<file path="config.mk">
export PLATFORM = sky130hd
export DESIGN_NAME = linear_interp_resampler
export DESIGN_NICKNAME = d
export VERILOG_FILES = /design/src/rtl/core/lir_pkg.sv /design/src/rtl/core/linear_interp_resampler.sv /design/src/rtl/core/lir_dp.sv /design/src/rtl/core/lir_ctrl.sv
export VERILOG_INCLUDE_DIRS = /design/src /design/src/rtl/core
export SDC_FILE = /design/constraint.sdc
export NUM_CORES = 2
export LEC_CHECK = 0
export BUFFER_PORTS_ARGS = -buffer_cell sky130_fd_sc_hd__buf_2
export CORE_MARGIN = 10
export CORE_UTILIZATION = 40
export CTS_BUF_LIST = sky130_fd_sc_hd__clkbuf_4
export CTS_CLUSTER_SIZE = 28
export DETAILED_ROUTE_END_ITERATION = 8
export PLACE_DENSITY = 0.66
export SLEW_MARGIN = 5
export SYNTH_ARGS = -nofsm -noshare
export SYNTH_HDL_FRONTEND = slang
export SYNTH_SLANG_ARGS = --single-unit
</file>
<file path="constraint.sdc">
create_clock -name i_clk -period 15.9 [get_ports i_clk]
set_input_delay 3.18 -clock i_clk [delete_from_list [all_inputs] [get_ports i_clk]]
set_output_delay 3.18 -clock i_clk [all_outputs]
set_load 0.01 [all_outputs]
</file>
<file path="src/rtl/core/linear_interp_resampler_defines.svh">
// ---------------------------------------------------------------------------
// Assertion macros shared by the linear interpolation resampler RTL.
// ---------------------------------------------------------------------------
`ifndef LINEAR_INTERP_RESAMPLER_DEFINES_SVH
`define LINEAR_INTERP_RESAMPLER_DEFINES_SVH

// Same-cycle implication, disabled while reset is asserted.
`define LIR_ASSERT_IMPLIES(lbl, clk, rst_n, ante, cons) \
    lbl: assert property (@(posedge clk) disable iff (!rst_n) (ante) |-> (cons)) \
        else $error("lir assertion failed");

// Next-cycle implication, disabled while reset is asserted.
`define LIR_ASSERT_NEXT(lbl, clk, rst_n, ante, cons) \
    lbl: assert property (@(posedge clk) disable iff (!rst_n) (ante) |=> (cons)) \
        else $error("lir assertion failed");

`endif

</file>
<file path="src/rtl/core/lir_pkg.sv">
// ---------------------------------------------------------------------------
// lir_pkg
// Shared widths, reset values, register indexes and control structs.
// ---------------------------------------------------------------------------
`timescale 1ns / 1ps
`default_nettype none

package lir_pkg;

    localparam int SAMPLE_W      = 16;
    localparam int STEP_W        = 18;
    localparam int PHASE_W       = 19;
    localparam int INDEX_W       = 16;
    localparam int CFG_IDX_W     = 1;
    localparam int FRAC_BITS_DEF = 16;
    localparam int MAX_RUN_DEF   = 16;

    localparam logic [STEP_W-1:0]    STEP_RESET     = 18'h10000;
    localparam logic [CFG_IDX_W-1:0] CFG_IDX_STEP   = 1'b0;
    localparam logic [CFG_IDX_W-1:0] CFG_IDX_STEREO = 1'b1;

    // Commands from the controller to the datapath.
    typedef struct packed {
        logic load;
        logic emit;
        logic last;
        logic finish;
    } t_dp_cmd;

    // Status from the datapath to the controller.
    typedef struct packed {
        logic phase_lt_one;
        logic next_ge_one;
        logic out_free;
    } t_dp_sts;

endpackage

`default_nettype wire

</file>
<file path="src/rtl/core/linear_interp_resampler.sv">
// ---------------------------------------------------------------------------
// linear_interp_resampler
// Streaming linear-interpolation sample-rate converter, mono or stereo.
// ---------------------------------------------------------------------------
// Usage:
//   Input channel (i_in_valid / o_in_stall) takes one frame word: left and
//   right samples and a block-end flag. Output channel (o_out_valid /
//   i_out_stall) delivers interpolated frame words with a last-of-run flag
//   and the index of the word within the current block.
//   Configuration (i_cfg_valid / o_cfg_ready, always ready) writes step at
//   index 0 and stereo at index 1; write only while the block is idle.
// Sequencing:
//   A frame producing n words is first taken into the current-frame
//   registers; its run then emits one output word per cycle while the
//   receiver does not stall, each computed by the interpolation unit and
//   registered in the output word register. n is at most MAX_RUN.
//   o_in_stall is high from the cycle after a frame is taken until its run
//   finishes. When the receiver stalls, the output word holds and the run
//   pauses. Reset sets step to 1.0, stereo on, history to zero and the
//   phase to 1.0, so the first frame only primes the history.
// ---------------------------------------------------------------------------
`timescale 1ns / 1ps
`default_nettype none

module linear_interp_resampler #(
    parameter int FRAC_BITS = lir_pkg::FRAC_BITS_DEF,
    parameter int MAX_RUN   = lir_pkg::MAX_RUN_DEF
) (
    input  wire logic                                i_clk,
    input  wire logic                                i_rst_n,
    input  wire logic                                i_cfg_valid,
    output logic                                     o_cfg_ready,
    input  wire logic [lir_pkg::CFG_IDX_W-1:0]       i_cfg_index,
    input  wire logic [lir_pkg::STEP_W-1:0]          i_cfg_data,
    input  wire logic                                i_in_valid,
    output logic                                     o_in_stall,
    input  wire logic signed [lir_pkg::SAMPLE_W-1:0] i_left_in,
    input  wire logic signed [lir_pkg::SAMPLE_W-1:0] i_right_in,
    input  wire logic                                i_block_end,
    output logic                                     o_out_valid,
    input  wire logic                                i_out_stall,
    output logic signed [lir_pkg::SAMPLE_W-1:0]      o_left_out,
    output logic signed [lir_pkg::SAMPLE_W-1:0]      o_right_out,
    output logic                                     o_last_of_run,
    output logic [lir_pkg::INDEX_W-1:0]              o_index_in_block
);
    import lir_pkg::*;

    t_dp_cmd w_cmd;
    t_dp_sts w_sts;

    assign o_cfg_ready = 1'b1;

    lir_ctrl #(
        .MAX_RUN (MAX_RUN)
    ) u_ctrl (
        .i_clk      (i_clk),
        .i_rst_n    (i_rst_n),
        .i_in_valid (i_in_valid),
        .o_in_stall (o_in_stall),
        .i_sts      (w_sts),
        .o_cmd      (w_cmd)
    );

    lir_dp #(
        .FRAC_BITS (FRAC_BITS)
    ) u_dp (
        .i_clk            (i_clk),
        .i_rst_n          (i_rst_n),
        .i_cfg_we         (i_cfg_valid && o_cfg_ready),
        .i_cfg_index      (i_cfg_index),
        .i_cfg_data       (i_cfg_data),
        .i_left_in        (i_left_in),
        .i_right_in       (i_right_in),
        .i_block_end      (i_block_end),
        .i_out_stall      (i_out_stall),
        .i_cmd            (w_cmd),
        .o_sts            (w_sts),
        .o_out_valid      (o_out_valid),
        .o_left_out       (o_left_out),
        .o_right_out      (o_right_out),
        .o_last_of_run    (o_last_of_run),
        .o_index_in_block (o_index_in_block)
    );

endmodule

`default_nettype wire

</file>
<file path="src/rtl/core/lir_dp.sv">
// ---------------------------------------------------------------------------
// lir_dp
// Datapath: configuration, history frame, phase accumulator, interpolation
// multipliers and the output word register.
// ---------------------------------------------------------------------------
`timescale 1ns / 1ps
`default_nettype none

module lir_dp #(
    parameter int FRAC_BITS = 16
) (
    input  wire logic                                   i_clk,
    input  wire logic                                   i_rst_n,
    input  wire logic                                   i_cfg_we,
    input  wire logic [lir_pkg::CFG_IDX_W-1:0]          i_cfg_index,
    input  wire logic [lir_pkg::STEP_W-1:0]             i_cfg_data,
    input  wire logic signed [lir_pkg::SAMPLE_W-1:0]    i_left_in,
    input  wire logic signed [lir_pkg::SAMPLE_W-1:0]    i_right_in,
    input  wire logic                                   i_block_end,
    input  wire logic                                   i_out_stall,
    input  wire lir_pkg::t_dp_cmd                       i_cmd,
    output lir_pkg::t_dp_sts                            o_sts,
    output logic                                        o_out_valid,
    output logic signed [lir_pkg::SAMPLE_W-1:0]         o_left_out,
    output logic signed [lir_pkg::SAMPLE_W-1:0]         o_right_out,
    output logic                                        o_last_of_run,
    output logic [lir_pkg::INDEX_W-1:0]                 o_index_in_block
);
    import lir_pkg::*;

    localparam logic [PHASE_W-1:0] ONE = PHASE_W'(1) << FRAC_BITS;

    logic [STEP_W-1:0]          r_step;
    logic                       r_stereo;
    logic signed [SAMPLE_W-1:0] r_prev_l, r_prev_r;
    logic signed [SAMPLE_W-1:0] r_cur_l, r_cur_r;
    logic                       r_blk_end;
    logic [PHASE_W-1:0]         r_phase;
    logic [INDEX_W-1:0]         r_count;
    logic                       r_out_valid;
    logic signed [SAMPLE_W-1:0] r_out_l, r_out_r;
    logic                       r_out_last;
    logic [INDEX_W-1:0]         r_out_idx;

    logic [PHASE_W-1:0]         w_phase_next;
    logic [PHASE_W-1:0]         w_base;
    logic [PHASE_W-1:0]         w_phase_final;
    logic [FRAC_BITS-1:0]       w_t;
    logic signed [SAMPLE_W-1:0] w_interp_l, w_interp_r;

    // prev + floor((cur - prev) * t / ONE) equals the weighted sum floored.
    function automatic logic signed [SAMPLE_W-1:0] interp(
        input logic signed [SAMPLE_W-1:0] a,
        input logic signed [SAMPLE_W-1:0] b,
        input logic [FRAC_BITS-1:0]       t
    );
        logic signed [SAMPLE_W:0]           d;
        logic signed [FRAC_BITS:0]          ts;
        logic signed [SAMPLE_W+FRAC_BITS+1:0] p;
        logic signed [SAMPLE_W+1:0]         q;
        logic signed [SAMPLE_W+1:0]         s;
        d  = (SAMPLE_W+1)'(b) - (SAMPLE_W+1)'(a);
        ts = $signed({1'b0, t});
        p  = d * ts;
        q  = (SAMPLE_W+2)'(p >>> FRAC_BITS);
        s  = q + (SAMPLE_W+2)'(a);
        return s[SAMPLE_W-1:0];
    endfunction

    assign w_t          = r_phase[FRAC_BITS-1:0];
    assign w_phase_next = r_phase + PHASE_W'(r_step);
    assign w_base       = i_cmd.emit ? w_phase_next : r_phase;
    // A run cut short by the cap leaves the phase below one; it saturates to 0.
    assign w_phase_final = (w_base >= ONE) ? (w_base - ONE) : '0;
    assign w_interp_l   = interp(r_prev_l, r_cur_l, w_t);
    assign w_interp_r   = r_stereo ? interp(r_prev_r, r_cur_r, w_t) : '0;

    assign o_sts.phase_lt_one = (r_phase < ONE);
    assign o_sts.next_ge_one  = (w_phase_next >= ONE);
    assign o_sts.out_free     = !r_out_valid || !i_out_stall;

    always_ff @(posedge i_clk) begin
        if (!i_rst_n) begin
            r_step      <= STEP_RESET;
            r_stereo    <= 1'b1;
            r_prev_l    <= '0;
            r_prev_r    <= '0;
            r_phase     <= ONE;
            r_count     <= '0;
            r_out_valid <= 1'b0;
        end else begin
            if (i_cfg_we) begin
                case (i_cfg_index)
                    CFG_IDX_STEP:   r_step   <= i_cfg_data;
                    CFG_IDX_STEREO: r_stereo <= i_cfg_data[0];
                    default: ;
                endcase
            end
            if (i_cmd.emit) begin
                r_out_valid <= 1'b1;
                r_phase     <= w_phase_next;
                r_count     <= r_count + INDEX_W'(1);
            end else if (!i_out_stall) begin
                r_out_valid <= 1'b0;
            end
            if (i_cmd.finish) begin
                r_phase  <= w_phase_final;
                r_prev_l <= r_cur_l;
                r_prev_r <= r_cur_r;
                if (r_blk_end) begin
                    r_count <= '0;
                end
            end
        end
    end

    always_ff @(posedge i_clk) begin
        if (i_cmd.load) begin
            r_cur_l   <= i_left_in;
            r_cur_r   <= i_right_in;
            r_blk_end <= i_block_end;
        end
        if (i_cmd.emit) begin
            r_out_l    <= w_interp_l;
            r_out_r    <= w_interp_r;
            r_out_last <= i_cmd.last;
            r_out_idx  <= r_count;
        end
    end

    assign o_out_valid      = r_out_valid;
    assign o_left_out       = r_out_l;
    assign o_right_out      = r_out_r;
    assign o_last_of_run    = r_out_last;
    assign o_index_in_block = r_out_idx;

endmodule

`default_nettype wire

</file>
<file path="src/rtl/core/lir_ctrl.sv">
// ---------------------------------------------------------------------------
// lir_ctrl
// Controller: takes one input word, then sequences the run of outputs and
// the phase wrap at its end.
// ---------------------------------------------------------------------------
`timescale 1ns / 1ps
`default_nettype none

`include "linear_interp_resampler_defines.svh"

module lir_ctrl #(
    parameter int MAX_RUN = 16
) (
    input  wire logic             i_clk,
    input  wire logic             i_rst_n,
    input  wire logic             i_in_valid,
    output logic                  o_in_stall,
    input  wire lir_pkg::t_dp_sts i_sts,
    output lir_pkg::t_dp_cmd      o_cmd
);
    import lir_pkg::*;

    localparam int CNT_W = $clog2(MAX_RUN + 1);
    localparam logic [CNT_W-1:0] CNT_LAST = CNT_W'(MAX_RUN - 1);

    typedef enum logic {
        S_IDLE,
        S_RUN
    } t_state;

    t_state           r_state, n_state;
    logic [CNT_W-1:0] r_run_cnt, n_run_cnt;
    logic             w_last;

    assign w_last = i_sts.next_ge_one || (r_run_cnt == CNT_LAST);

    always_comb begin
        o_cmd     = '0;
        n_state   = r_state;
        n_run_cnt = r_run_cnt;
        case (r_state)
            S_IDLE: begin
                if (i_in_valid) begin
                    o_cmd.load = 1'b1;
                    n_run_cnt  = '0;
                    n_state    = S_RUN;
                end
            end
            S_RUN: begin
                if (!i_sts.phase_lt_one) begin
                    // No output for this frame: wrap the phase and store history.
                    o_cmd.finish = 1'b1;
                    n_state      = S_IDLE;
                end else if (i_sts.out_free) begin
                    o_cmd.emit = 1'b1;
                    o_cmd.last = w_last;
                    if (w_last) begin
                        o_cmd.finish = 1'b1;
                        n_state      = S_IDLE;
                    end else begin
                        n_run_cnt = r_run_cnt + CNT_W'(1);
                    end
                end
            end
            default: begin
                n_state = S_IDLE;
            end
        endcase
    end

    always_ff @(posedge i_clk) begin
        if (!i_rst_n) begin
            r_state   <= S_IDLE;
            r_run_cnt <= '0;
        end else begin
            r_state   <= n_state;
            r_run_cnt <= n_run_cnt;
        end
    end

    assign o_in_stall = (r_state != S_IDLE);

    `LIR_ASSERT_IMPLIES(a_emit_only_when_free, i_clk, i_rst_n, o_cmd.emit, (r_state == S_RUN) && i_sts.out_free)
    `LIR_ASSERT_IMPLIES(a_load_only_idle, i_clk, i_rst_n, o_cmd.load, r_state == S_IDLE)
    `LIR_ASSERT_IMPLIES(a_run_cap, i_clk, i_rst_n, r_state == S_RUN, r_run_cnt <= CNT_LAST)
    `LIR_ASSERT_NEXT(a_finish_to_idle, i_clk, i_rst_n, o_cmd.finish, r_state == S_IDLE)

endmodule

`default_nettype wire
</file>
**Word level (Yosys, flattened, before mapping)**

Cells that the tools add are included.

- Register bits: 175
- Bits of input ports: 57
- Output and inout port bits: 52
- Logic and storage cells: 69

- Add/sub/neg operators: 8
- $mul: 2
- Order comparisons: 3
- Equality and inequality tests: 6
- Multiplexer cells: 24
- Bitwise gates (word level): 2
- Reductions and logical operators: 8

Operator list:

| cell | number |
|---|---|
| $mul A17 B17 Y32 | 2 |
| $mux W19 | 3 |
| $mux W16 | 3 |
| $ge A19 B17 Y1 const B | 2 |
| $sub A16 B16 Y17 | 2 |
| $add A16 B16 Y16 | 2 |
| $mux W5 | 4 |
| $add A19 B18 Y19 | 1 |
| $lt A19 B17 Y1 const B | 1 |
| $sub A19 B17 Y19 const B | 1 |
| $add A16 B1 Y16 const B | 1 |
| $pmux W5 S2 | 1 |
| $mux W1 | 9 |
| $mux W3 | 2 |
| $ne A2 B1 Y1 const B | 3 |
| $add A5 B1 Y5 const B | 1 |
| $eq A5 B4 Y1 const B | 1 |
| $ne A2 B2 Y1 const B | 2 |
| $reduce_and A2 Y1 | 2 |
| $reduce_and A4 Y1 | 1 |
| $reduce_and A3 Y1 | 1 |
| $logic_not A1 Y1 | 2 |
| $logic_or A1 B1 Y1 | 2 |
| $mux W2 | 1 |
| other kinds (2) | 3 |

**Logic depth before layout (Yosys ltp)**

- Word-level depth: 11
- Mapped depth: 44
- Mapped depth without buffers: 44

**By module**

From an unflattened synthesis, not the netlist that was laid out.

- Cell total of the unflattened synthesis: 3,208
- Area total of the unflattened synthesis: 29,462.0 sq um

Modules (own cells, without submodules):

| module | instances | cells an instance | area each (sq um) | sequential area each (sq um) |
|---|---|---|---|---|
| lir_dp | 1 | 3,162 | 29,076.6 | 4,204.0 |
| lir_ctrl | 1 | 44 | 374.1 | 120.1 |
| linear_interp_resampler | 1 | 2 | 11.3 | 0.0 |

**Worst setup path before layout**

OpenSTA, ideal clock, no wires.

- Path type: reg2reg
- Start point: register u_dp.r_prev_r[1]
- End point: register u_dp.r_out_r[15], in the netlist u_dp.o_right_out[15] (data pin)
- Setup time: 0.255 ns
- Arrival time: 9.714 ns
- Required time: 15.645 ns
- Setup slack: 5.932 ns
- Stages on the path, launching flop included: 44
- Path buffers: 1
- Clock period less this slack: 9.968 ns
- Cell sequence: dfxtp_1 > inv_1 > ha_1 > nor2b_1 > o21ai_0 > a21boi_0 > o21ai_0 > a21boi_0 > a211oi_1 > o311ai_0 > a21oi_1 > xnor2_1 > clkbuf_1 > nand2_1 > fa_1 > fa_1 > fa_1 > inv_1 > (+8 left out) > a211oi_1 > a21boi_0 > o21a_1 > nor2_1 > nor2b_1 > o21a_1 > nor2_1 > ha_1 > a21oi_1 > o21ai_0 > a31o_2 > a21o_1 > a31o_2 > a31o_2 > a21oi_1 > xnor2_1 > xnor3_1 > and2_1

- Word-level cells in the longest chain between the ends: 3

Ends and longest elaborated chain:

| item | RTL line | text |
|---|---|---|
| from (decl) | lir_dp.sv:35 | `logic signed [SAMPLE_W-1:0] r_prev_l, r_prev_r;` |
| from (signal assigned) | lir_dp.sv:109 | `r_prev_r <= r_cur_r;` |
| $sub A16 B16 Y17 | lir_dp.sv:62 | `d = (SAMPLE_W+1)'(b) - (SAMPLE_W+1)'(a);` |
| $mul A17 B17 Y32 | lir_dp.sv:64 | `p = d * ts;` |
| $add A16 B16 Y16 * | lir_dp.sv:66 | `s = q + (SAMPLE_W+2)'(a);` |
| to (signal assigned) | lir_dp.sv:125 | `r_out_r <= w_interp_r;` |
| to (decl) | lir_dp.sv:41 | `logic signed [SAMPLE_W-1:0] r_out_l, r_out_r;` |

Every way passes the cells marked *; elsewhere a longest branch is shown, timed or not.
A chain may end at the register's enable or synchronous reset.

**Worst setup path after layout**

Same ends and word-level chain as after synthesis.

==> out/qor.csv <==
metric;value;unit
status;finished, final reports clean;
max_clock_freq;91.92;MHz
cts_resized;0;
dr.pass1.iters;5;
cts.sinks;175;
path_max_fanout;16;
finalCriticalPeriod;10880;ps
drive_above_1_share;6.761;%
yosysSeqAreaShare;14.50;%
dieHeight;293.1;um
final_cell_mix;inv_1, fa_1, nand2_1;
drtAntennaViolNets;0;
grt_max_degree;62;
cts_setup_buffers;0;
setup_tns;0;ps
clk_latency;840;ps
end_kind;flip-flop;
slew_headroom;27.58;%
area_growth;6.801;%
hpwl;53800;um
initial_core_util;40.19;%
critPathSlowestCell;fa_1;
p_per_area;55.87;mW/mm^2
track_usage;16.61;%
coreArea;0.07420;sq mm
critical_path_class;reg -> reg;
wirelength;68440;um
route.detailed.drc;0;
yosysWarnings;0;
fillCellCount;7213;
cts-root-buf;clkbuf_4;
setup_violations;0;
skew;80.74;ps
leakage;16.36;nW
cts_buffers;17;
synth_area_leaders;fa_1, ha_1, inv_1;
ys_ff_latch;175;
dr.first_iter.drc_count;1036;
holdCritPathClass;reg -> reg;
num_rows;100;
syn_nets;4111;
placed_area;0.03151;sq mm
gp_routability_congestion;0.8420;
ff2ff_path_depth;44;
overflow;0;
worst_slew_pin_slew;1086;ps
cts_tree;done;
synth_area;0.02982;sq mm
htree_levels;4;
io_buffers;107;
max_stage_delay;530;ps
synthCells;3268;
ys_async_sr_fraction;0;%
cp.arrival;11430;ps
fin_crit_sh;68.42;%
hold_depth;2;
clock_path_buffers;2;
first_global_vias;21960;
syn_area_per_cell;9.126;sq um
antenna_found_initial;3;
rsz0062_at_grt;false;
nets;4158;
die_x;293.1;um
synth_ff_type;dfxtp_1;
clk_pin_slew;190;ps
hold_buffers;0;
crit_path_start_kind;flip-flop;
die-area;0.08588;sq mm
final_area;0.03185;sq mm
cap_violations;0;
boundaryPins;109;
drv_slew;0;
vias_per_cell;4.874;
yosysTopAreaCellShare;35.91;%
vias;20960;
synth_cell_type_count;74;
grt_pass1_wl;115100;um
peakVddDrop;54.58;uV
cp.required;16460;ps
synth_edf_count;82;
synth_top_area_cell;fa_1;
finalHoldViolations;0;
layout_commonest_cell;inv_1;
crit_top_cell;fa_1;
wl_per_cell;15.92;um
==> power by group <==
part           internal [mW]  switching [mW]  leakage (nW)  total (mW)
Sequential             0.516          0.0258          1.54       0.542
Combinational          0.351           0.575          14.6       0.926
Clock                 0.0805           0.231         0.173       0.312
==> final cells by class <==
type | instances | area (sq um) | area share [%]
Clock inverter | 15 | 207.7 | 0.6521
Multi-Input combinational cell | 2213 | 22260 | 69.87
Sequential cell | 175 | 4324 | 13.58
Clock buffer | 17 | 127.6 | 0.4007
Tap cell | 969 | 1212 | 3.807
Antenna cell | 3 | 7.507 | 0.02357
Timing Repair Buffer | 153 | 880.8 | 2.766
Inverter | 755 | 2835 | 8.902
==> layer usage <==
| layer | track usage, % | vias to the layer above | wire (um) |
|---|---|---|---|
| li1 | - | 10040 | - |
| met1 | 21.11 | 10520 | 29810 |
| met2 | 30.00 | 343 | 35320 |
| met3 | 1.660 | 57 | 2267 |
| met4 | 3.734 | 0 | 1044 |
| met5 | 0 | - | 0 |
==> cell usage after synthesis (12+ instances only) <==
cell type  count
a21o_1        22
xor2_1        37
o21a_1        25
clkbuf_1     111
inv_1        754
nor3_1        34
a21boi_0      27
nand2b_1      28
a211oi_1      16
and2_1       227
xnor2_1       84
ha_1         251
edfxtp_1      82
and3_1        19
nor2_1       118
a21oi_1       65
fa_1         535
or3_1         14
o21ai_0       51
dfxtp_1       93
nand2_1      362
nand3_1       30
mux2i_1       30
nor2b_1       94
o31ai_1       12
==> sequential cells by signal, indices dropped and copies added (netlist names), 5 cells and up <==
name / flops
u_dp.o_index_in_block: 16
u_ctrl.r_run_cnt: 5
u_dp.r_cur_r: 16
u_dp.o_left_out: 16
u_dp.r_phase: 19
u_dp.r_count: 16
u_dp.o_right_out: 16
u_dp.r_prev_l: 16
u_dp.r_step: 18
u_dp.r_prev_r: 16
u_dp.r_cur_l: 16
==> worst max-delay path, delay by kind of cell, from the launching register on <==
| family | cells | cell delay (ps) |
|---|---|---|
| DFF | 1 | 490 |
| buffers and inverters | 6 | 470 |
| adders and majority gates | 9 | 3790 |
| xor gates and xnor gates | 3 | 430 |
| AOI/OAI and AO/OA | 18 | 4230 |
| and+or+nand+nor | 8 | 1240 |
==> worst paths after layout <==
| check | slack [ps] | startpoint | to |
|---|---|---|---|
| worst max-delay path | 5020 | u_dp.r_prev_r[1] | u_dp.o_right_out[15] |
| worst min-delay path | 490 | u_dp.r_step[15] | u_dp.r_step[15] |
| worst max register to register | 5020 | u_dp.r_prev_r[1] | u_dp.o_right_out[15] |
| worst min register to register | 490 | u_dp.r_step[15] | u_dp.r_step[15] |
==> cells by family after synthesis <==
group / Yosys count / share of synthesized area, %
and+or+nand+nor: 985 / 16.63
buffers and inverters: 880 / 11.15
adders and majority gates: 786 / 46.44
AOI/OAI and AO/OA: 289 / 6.633
DFF: 175 / 14.50
xor gates and xnor gates: 122 / 3.629
muxes: 30 / 1.007
other: 1 / 0.01257
==> per-stage QoR <==
stage | setup slack, ps | utilization, % | power, mW | std cells | hold WS (ps)
final | 5021 | 42.93 | 1.780 | 4300 | 488.5
after global routing | 4099 | 42.92 | 1.927 | 4299 | 512.2
after CTS | 4944 | 42.92 | 1.805 | 4297 | 495.7
after detailed placement | 5020 | 42.47 | 1.483 | 4265 | 458.4
after global placement | 5152 | 42.47 | 1.472 | 4265 | 451.3
after floorplan | 5932 | - | 1.196 | 3268 | 428.0
Note: power is estimated with default switching activity, not from simulation.
